## src/hdl/signed_int_to_decimal_ascii_top_assert.svh

```systemverilog
// ----------------------------------------------------------------------------
// Assertion macros for the signed integer to decimal ASCII block
// Shared implication forms, clocked on clk_i and disabled during reset.
// ----------------------------------------------------------------------------
`ifndef SIGNED_INT_TO_DECIMAL_ASCII_TOP_ASSERT_SVH
`define SIGNED_INT_TO_DECIMAL_ASCII_TOP_ASSERT_SVH

// Consequent must hold in the same cycle as the antecedent.
`define SITDA_ASSERT_SAME(lbl, ante, cons) \
  lbl: assert property (@(posedge clk_i) disable iff (!rst_ni) (ante) |-> (cons)) \
    else $error("sitda assertion failed");

// Consequent must hold in the cycle after the antecedent.
`define SITDA_ASSERT_NEXT(lbl, ante, cons) \
  lbl: assert property (@(posedge clk_i) disable iff (!rst_ni) (ante) |=> (cons)) \
    else $error("sitda assertion failed");

`endif

```

## src/hdl/sitda_pkg.sv

```systemverilog
// ----------------------------------------------------------------------------
// sitda_pkg
// Constants and control types for the signed integer to decimal ASCII block.
// ----------------------------------------------------------------------------
package sitda_pkg;

  localparam int VALUE_BITS = 32;
  // Decimal digits needed for 2^VALUE_BITS - 1.
  localparam int NUM_DIGITS = (VALUE_BITS * 30103) / 100000 + 1;
  localparam int BCD_BITS   = 4 * NUM_DIGITS;
  localparam int STEP_BITS  = $clog2(VALUE_BITS + 1);
  localparam int LEFT_BITS  = $clog2(NUM_DIGITS + 1);
  localparam int CHAR_BITS  = 6;

  localparam logic [CHAR_BITS-1:0] ASCII_ZERO  = 6'd48;
  localparam logic [CHAR_BITS-1:0] ASCII_MINUS = 6'd45;

  typedef struct packed {
    logic load;
    logic dabble;
    logic next_digit;
    logic sel_sign;
  } cmd_t;

  typedef struct packed {
    logic dabble_done;
    logic top_zero;
    logic one_left;
    logic negative;
  } sts_t;

endpackage

```

## src/hdl/sitda_if.sv

```systemverilog
// ----------------------------------------------------------------------------
// sitda_in_if / sitda_out_if
// Valid/ready channels for the input value and the output characters.
// ----------------------------------------------------------------------------
interface sitda_in_if;
  logic                                 valid;
  logic                                 ready;
  logic signed [sitda_pkg::VALUE_BITS-1:0] value;

  modport source (output valid, output value, input ready);
  modport sink   (input valid, input value, output ready);
endinterface

interface sitda_out_if;
  logic                               valid;
  logic                               ready;
  logic [sitda_pkg::CHAR_BITS-1:0]    ascii_char;
  logic                               last;

  modport source (output valid, output ascii_char, output last, input ready);
  modport sink   (input valid, input ascii_char, input last, output ready);
endinterface

```

## src/hdl/sitda_datapath.sv

```systemverilog
// ----------------------------------------------------------------------------
// sitda_datapath
// Magnitude shifter, double-dabble BCD register and character formatting.
// ----------------------------------------------------------------------------
module sitda_datapath (
  input  logic                                    clk_i,
  input  sitda_pkg::cmd_t                         cmd_i,
  output sitda_pkg::sts_t                         sts_o,
  input  logic signed [sitda_pkg::VALUE_BITS-1:0] value_i,
  output logic [sitda_pkg::CHAR_BITS-1:0]         ascii_char_o,
  output logic                                    last_o
);

  logic [sitda_pkg::VALUE_BITS-1:0] mag_q, mag_d, mag_load;
  logic [sitda_pkg::BCD_BITS-1:0]   bcd_q, bcd_d, bcd_adj;
  logic [sitda_pkg::STEP_BITS-1:0]  cnt_q, cnt_d;
  logic [sitda_pkg::LEFT_BITS-1:0]  left_q, left_d;
  logic                             neg_q, neg_d;
  logic [3:0]                       top_digit;

  assign mag_load = value_i[sitda_pkg::VALUE_BITS-1]
                    ? (~value_i + sitda_pkg::VALUE_BITS'(1)) : value_i;

  always_comb begin
    logic [3:0] dig;
    for (int i = 0; i < sitda_pkg::NUM_DIGITS; i++) begin
      dig = bcd_q[4*i +: 4];
      bcd_adj[4*i +: 4] = (dig >= 4'd5) ? (dig + 4'd3) : dig;
    end
  end

  always_comb begin
    mag_d  = mag_q;
    bcd_d  = bcd_q;
    cnt_d  = cnt_q;
    left_d = left_q;
    neg_d  = neg_q;
    if (cmd_i.load) begin
      mag_d  = mag_load;
      bcd_d  = '0;
      cnt_d  = sitda_pkg::STEP_BITS'(sitda_pkg::VALUE_BITS);
      left_d = sitda_pkg::LEFT_BITS'(sitda_pkg::NUM_DIGITS);
      neg_d  = value_i[sitda_pkg::VALUE_BITS-1];
    end else if (cmd_i.dabble) begin
      bcd_d = {bcd_adj[sitda_pkg::BCD_BITS-2:0], mag_q[sitda_pkg::VALUE_BITS-1]};
      mag_d = {mag_q[sitda_pkg::VALUE_BITS-2:0], 1'b0};
      cnt_d = cnt_q - sitda_pkg::STEP_BITS'(1);
    end else if (cmd_i.next_digit) begin
      bcd_d  = {bcd_q[sitda_pkg::BCD_BITS-5:0], 4'd0};
      left_d = left_q - sitda_pkg::LEFT_BITS'(1);
    end
  end

  always_ff @(posedge clk_i) begin
    mag_q  <= mag_d;
    bcd_q  <= bcd_d;
    cnt_q  <= cnt_d;
    left_q <= left_d;
    neg_q  <= neg_d;
  end

  assign top_digit = bcd_q[sitda_pkg::BCD_BITS-1 -: 4];

  assign sts_o.dabble_done = (cnt_q == sitda_pkg::STEP_BITS'(1));
  assign sts_o.top_zero    = (top_digit == 4'd0);
  assign sts_o.one_left    = (left_q == sitda_pkg::LEFT_BITS'(1));
  assign sts_o.negative    = neg_q;

  assign ascii_char_o = cmd_i.sel_sign ? sitda_pkg::ASCII_MINUS
                                       : (sitda_pkg::ASCII_ZERO + {2'b00, top_digit});
  assign last_o       = !cmd_i.sel_sign && sts_o.one_left;

endmodule

```

## src/hdl/sitda_ctrl.sv

```systemverilog
// ----------------------------------------------------------------------------
// sitda_ctrl
// Sequencer: load, binary-to-BCD steps, leading-zero skip, character beats.
// ----------------------------------------------------------------------------
`include "signed_int_to_decimal_ascii_top_assert.svh"

module sitda_ctrl (
  input  logic            clk_i,
  input  logic            rst_ni,
  input  logic            in_valid_i,
  output logic            in_ready_o,
  output logic            out_valid_o,
  input  logic            out_ready_i,
  output sitda_pkg::cmd_t cmd_o,
  input  sitda_pkg::sts_t sts_i
);

  typedef enum logic [4:0] {
    ST_IDLE = 5'b00001,
    ST_CONV = 5'b00010,
    ST_SKIP = 5'b00100,
    ST_SIGN = 5'b01000,
    ST_EMIT = 5'b10000
  } state_e;

  state_e state_q, state_d;

  always_comb begin
    state_d     = state_q;
    cmd_o       = '0;
    in_ready_o  = 1'b0;
    out_valid_o = 1'b0;
    unique case (state_q)
      ST_IDLE: begin
        in_ready_o = 1'b1;
        if (in_valid_i) begin
          cmd_o.load = 1'b1;
          state_d    = ST_CONV;
        end
      end
      ST_CONV: begin
        cmd_o.dabble = 1'b1;
        if (sts_i.dabble_done) begin
          state_d = ST_SKIP;
        end
      end
      ST_SKIP: begin
        if (sts_i.top_zero && !sts_i.one_left) begin
          cmd_o.next_digit = 1'b1;
        end else begin
          state_d = sts_i.negative ? ST_SIGN : ST_EMIT;
        end
      end
      ST_SIGN: begin
        out_valid_o    = 1'b1;
        cmd_o.sel_sign = 1'b1;
        if (out_ready_i) begin
          state_d = ST_EMIT;
        end
      end
      ST_EMIT: begin
        out_valid_o = 1'b1;
        if (out_ready_i) begin
          cmd_o.next_digit = 1'b1;
          if (sts_i.one_left) begin
            state_d = ST_IDLE;
          end
        end
      end
      default: begin
        state_d = ST_IDLE;
      end
    endcase
  end

  always_ff @(posedge clk_i or negedge rst_ni) begin
    if (!rst_ni) begin
      state_q <= ST_IDLE;
    end else begin
      state_q <= state_d;
    end
  end

  `SITDA_ASSERT_NEXT(a_accept_starts_conv, in_valid_i && in_ready_o, state_q == ST_CONV)
  `SITDA_ASSERT_NEXT(a_conv_ends_in_skip, (state_q == ST_CONV) && sts_i.dabble_done,
                     state_q == ST_SKIP)
  `SITDA_ASSERT_SAME(a_sign_only_negative, state_q == ST_SIGN, sts_i.negative)
  `SITDA_ASSERT_NEXT(a_last_beat_to_idle,
                     (state_q == ST_EMIT) && out_ready_i && sts_i.one_left,
                     state_q == ST_IDLE)

endmodule

```

## src/hdl/signed_int_to_decimal_ascii_top.sv

```systemverilog
// ----------------------------------------------------------------------------
// signed_int_to_decimal_ascii_top
// Converts a signed integer to its decimal ASCII text, one character a beat.
// ----------------------------------------------------------------------------
// Channel  Dir  Payload                 Beat
// in_i     in   value (VALUE_BITS, s)   one integer
// out_o    out  ascii_char (6), last    one character, last on the final one
//
// An item passes through an accept while idle, the double-dabble steps in the
// sequencer, the leading-zero skip and the digit beats, and one more beat for
// a minus sign when the value is negative.
// Output stalls lengthen an item; the input is taken only when idle.
// Reset clears the sequencer state only.
// ----------------------------------------------------------------------------
module signed_int_to_decimal_ascii_top (
  input  logic        clk_i,
  input  logic        rst_ni,
  sitda_in_if.sink    in_i,
  sitda_out_if.source out_o
);

  sitda_pkg::cmd_t cmd;
  sitda_pkg::sts_t sts;

  sitda_ctrl u_ctrl (
    .clk_i       (clk_i),
    .rst_ni      (rst_ni),
    .in_valid_i  (in_i.valid),
    .in_ready_o  (in_i.ready),
    .out_valid_o (out_o.valid),
    .out_ready_i (out_o.ready),
    .cmd_o       (cmd),
    .sts_i       (sts)
  );

  sitda_datapath u_datapath (
    .clk_i        (clk_i),
    .cmd_i        (cmd),
    .sts_o        (sts),
    .value_i      (in_i.value),
    .ascii_char_o (out_o.ascii_char),
    .last_o       (out_o.last)
  );

endmodule

```

## src/flat_wrapper.sv

```systemverilog
// flat-port wrapper written by rule: the top's interface ports become plain ports
module signed_int_to_decimal_ascii_top_flat 
  (clk_i, rst_ni, in_i_valid, in_i_value, in_i_ready, out_o_valid, out_o_ascii_char, out_o_last, out_o_ready);
  sitda_in_if in_i_i ();
  sitda_out_if out_o_i ();
  input  logic clk_i;
  input  logic rst_ni;
  input wire logic [$bits(in_i_i.valid)-1:0] in_i_valid;
  input wire logic [$bits(in_i_i.value)-1:0] in_i_value;
  output wire logic [$bits(in_i_i.ready)-1:0] in_i_ready;
  output wire logic [$bits(out_o_i.valid)-1:0] out_o_valid;
  output wire logic [$bits(out_o_i.ascii_char)-1:0] out_o_ascii_char;
  output wire logic [$bits(out_o_i.last)-1:0] out_o_last;
  input wire logic [$bits(out_o_i.ready)-1:0] out_o_ready;
  assign in_i_i.valid = in_i_valid;
  assign in_i_i.value = in_i_value;
  assign in_i_ready = in_i_i.ready;
  assign out_o_valid = out_o_i.valid;
  assign out_o_ascii_char = out_o_i.ascii_char;
  assign out_o_last = out_o_i.last;
  assign out_o_i.ready = out_o_ready;
  signed_int_to_decimal_ascii_top u_core (.clk_i(clk_i), .rst_ni(rst_ni), .in_i(in_i_i), .out_o(out_o_i));
endmodule
```

## config.mk

```make
export PLATFORM = sky130hd
export DESIGN_NAME = signed_int_to_decimal_ascii_top_flat
export DESIGN_NICKNAME = d
export VERILOG_FILES = /design/src/hdl/sitda_pkg.sv /design/src/hdl/sitda_if.sv /design/src/hdl/sitda_datapath.sv /design/src/hdl/sitda_ctrl.sv /design/src/hdl/signed_int_to_decimal_ascii_top.sv /design/src/flat_wrapper.sv
export VERILOG_INCLUDE_DIRS = /design/src /design/src/hdl
export SDC_FILE = /design/constraint.sdc
export NUM_CORES = 1
export LEC_CHECK = 0
export ABC_AREA = 1
export BUFFER_PORTS_ARGS = -buffer_cell sky130_fd_sc_hd__buf_2
export CORE_ASPECT_RATIO = 1.25
export CORE_UTILIZATION = 45
export DETAILED_ROUTE_END_ITERATION = 12
export PLACE_DENSITY = 0.68
export SYNTH_ARGS = -nofsm -noshare
export SYNTH_HDL_FRONTEND = slang
export SYNTH_HIERARCHICAL = 1
export SYNTH_SLANG_ARGS = --single-unit
export TNS_END_PERCENT = 30
```

## constraint.sdc

```tcl
create_clock -name clk_i -period 6.6 [get_ports clk_i]
set_input_delay 0.66 -clock clk_i [delete_from_list [all_inputs] [get_ports clk_i]]
set_output_delay 0.66 -clock clk_i [all_outputs]
set_load 0.05 [all_outputs]
```

==> summary.txt <==
Run status
  – Status: completed

Cells and area
  – Layout Nets: 881
  – Layout cells sized above 1: 13.58%
  – Most frequent cells in the layout: nand2_1, inv_1, nand3_1
  – Post-route cell area: 6285 sq um
  – P&R area growth vs syn: 9.864%
  – Number of inserted diodes: 0
  – Commonest non-fill, non-tap cell in the layout: nand2_1
  – Final std cells w/o fill: around 990
  – Filler cells: 1,282

STA
  – Clock Skew: 0.007471 ns
  – Worst slew margin: 48.49%
  – Final max-slew violation count: 0
  – Setup_tns: 0 ns
  – Unrepaired setup endpoints after global routing: false
  – Slack of the critical path: 4.123 ns
  – Final min period: approximately 2.5 ns
  – Slew @ Worst Pin: between 0.7 and 0.8 ns
  – Hold WS: 0.1215 ns
  – Setup Viol. Count Final: 0
  – Final hold vios: 0
  – Max Fclk: about 400 MHz
  – Final critical-path share of the clock period: approximately 38%

Die
  – Die footprint: 13,170 sq um
  – IO Count: 45
  – Core Region: 12,270 sq um
  – Die height: around 130 um
  – Placement row count: 45
  – Starting Density: 46.61%
  – Die width: 102.8 um

Synth
  – #FFs+latches synth: 88
  – Library cells used by synthesis: between 40 and 50
  – Synthesized area: between 5000 and 6000 sq um
  – Synth Net Count: 852
  – Register area share after synthesis: 37.03%
  – Avg Synthesized Cell Area: between 7 and 8 sq um
  – Synth top area cells: dfxtp_1, edfxtp_1, nand2_1, inv_1, ha_1
  – Yosys warnings: 6
  – Async S/R FF share, synth: 5.682%
  – Post-synth EDFFs: 33
  – Post-synth top area share: between 10% and 20%
  – Most used flip-flop cell after synthesis: dfxtp_1
  – Mapped Cells: 791
  – Top cell type by total area after synthesis: dfxtp_1

Global routing
  – Tot GR Track Use: 19.48%
  – First-pass GRT wire length: 20,430 um
  – Vias in the first global route: 4,664
  – Gr ovfl total: 0
  – Initial antenna violation count: 0
  – Largest net degree at the start of global routing: 71

Setup path
  – Data arrival, critical path: 1.82 ns
  – Slowest CP cell: dfstp_2
  – Startpoint class of the critical path: register
  – Largest stage delay on the critical path: 0.59 ns
  – Reg-to-Reg Start: u_core/u_datapath/bcd_q[36]
  – Setup CP Type: register to output pin
  – R2r worst-path depth: 14
  – Worst-path cell chain: nor2_4 > nand3_2 > inv_1 > nor4_1 > buf_2
  – Crit. End Element: output pin
  – R2R Setup Slk: 4.37 ns
  – CP Max Fanout: 5
  – Critical R2R Capture: u_core/u_datapath/left_q[3]
  – Worst Path Required: ~5.9 ns

Detailed routing
  – DRC: 0
  – Final wirelength: 12,050 um
  – Pre-antenna DRT Iters: 4
  – Total number of vias: 5,127
  – Antenna-violating nets left: 0
  – 1st-iter DRT viols: 217
  – DR WL/cell: 12.18 um
  – Vias/cell: 5.184

CTS
  – Postcts setup bufs: 0
  – Root Driver: clkbuf_16
  – CTS tree: built
  – TritonCTS Buffers: 9
  – Clock edge transition at the registers on the reported setup and hold paths: 0.07 ns
  – Maximum root-to-sink buffer count: 2
  – CTS resizes: 0
  – H-tree levels: 3
  – Cts hold-fix bufs: 0
  – CTS sink cnt: 88
  – Worst skew pair latency: 0.35 ns

Power and ir drop
  – Cell leakage power: 0.002553 uW
  – Worst IR Drop VDD: 0.0001551 V
  – Power Dens Cells: around 340 nW/um^2

Placement
  – DP Worst Slack: 4.379 ns
  – Post-DP HPWL: 8402 um
  – IO Port Bufs: 43
  – Placed cell area: 5978 sq um
  – Placed Instances: 973
  – RePlAce Congestion: 0.8922

Hold path
  – Hold Path Class: primary input to async pin

Flow run
  – Max-cap viol count: 0
## power by group
group | internal, uW | switching, uW | leakage (uW)
logic | 228 | 523 | 0.00163
clock network | 305 | 213 | 0.000145
registers | 793 | 88.1 | 0.000781
## critical path: cells and delay by family (launching register included)
family                 cells  cell delay, ns
flip-flops                 1            0.59
buffers and inverters      2            0.44
AND/OR/NAND/NOR            3            0.44
## per-stage QoR
step	utilization, %	power (uW)
finish	51.20	2151
global route	51.20	2308
CTS	51.20	2174
floorplan	-	1484
detailed placement	48.71	1646
global placement	48.71	1636
## layer usage
layer | global-route usage [%] | wire, um | vias to the layer above
met1 | 24.06 | 5717 | 2328
met4 | 8.202 | 194 | 0
met5 | 0 | 0 | -
li1 | - | - | 2685
met2 | 32.90 | 5756 | 97
met3 | 3.599 | 380 | 17
## cell type report
| cell class | count | area, sq um | share of cell area, % |
|---|---|---|---|
| Tap cell | 164 | 205.2 | 3.265 |
| Inverter | 93 | 352.8 | 5.614 |
| Timing Repair Buffer | 49 | 260.3 | 4.141 |
| Sequential cell | 88 | 2118 | 33.70 |
| Clock inverter | 6 | 67.56 | 1.075 |
| Clock buffer | 10 | 239.0 | 3.803 |
| Multi-Input combinational cell | 579 | 3042 | 48.40 |
## synthesized netlist by cell type, types with 3 or more instances
cell type,n
dfxtp_1,50
buf_4,4
a21oi_1,42
buf_2,9
inv_2,4
nand4_1,14
dfrtp_1,4
edfxtp_1,33
nor2_1,50
xnor2_1,4
o21ai_1,17
nor2_2,9
nor3_1,4
o21ai_0,59
nor2_4,6
inv_1,87
or2_2,10
buf_1,3
ha_1,25
nand2_2,8
clkbuf_1,7
xor2_1,16
clkbuf_8,5
nand2_1,199
a31oi_1,38
buf_6,3
nand3_1,62
## worst max-delay path by stage
stage | start | endpoint | slack (ns)
final | u_core/u_ctrl/state_q[0] | out_o_last | 4.12
after global routing | u_core/u_ctrl/state_q[0] | out_o_last | 4.07
after CTS | u_core/u_ctrl/state_q[0] | out_o_last | 4.11
after detailed placement | u_core/u_datapath/bcd_q[36] | u_core/u_datapath/left_q[3] | 4.38
after global placement | u_core/u_datapath/bcd_q[36] | u_core/u_datapath/left_q[3] | 4.45
after floorplan | u_core/u_ctrl/state_q[0] | out_o_last | 3.67
## cells by family (layout without fill, tap and decap cells)
kind of cell / Yosys count / count (layout) / synth area share (%)
buffers and inverters: 124 / 158 / 9.930
other: 1 / 1 / 0.06555
XOR/XNOR: 20 / 20 / 3.062
AO/OA/AOI/OAI: 162 / 162 / 15.38
AND/OR/NAND/NOR: 371 / 371 / 29.07
flip-flops: 88 / 88 / 37.03
adder cells (fa/ha/maj): 25 / 25 / 5.468
## flip-flops by register name (all words and copies together) (netlist names)
register	flops
u_core/u_datapath/mag_q	32
u_core/u_datapath/neg_q	1
u_core/u_datapath/cnt_q	6
u_core/u_ctrl/state_q	5
u_core/u_datapath/bcd_q	40
u_core/u_datapath/left_q	4
(Power assumes the default switching activity.)
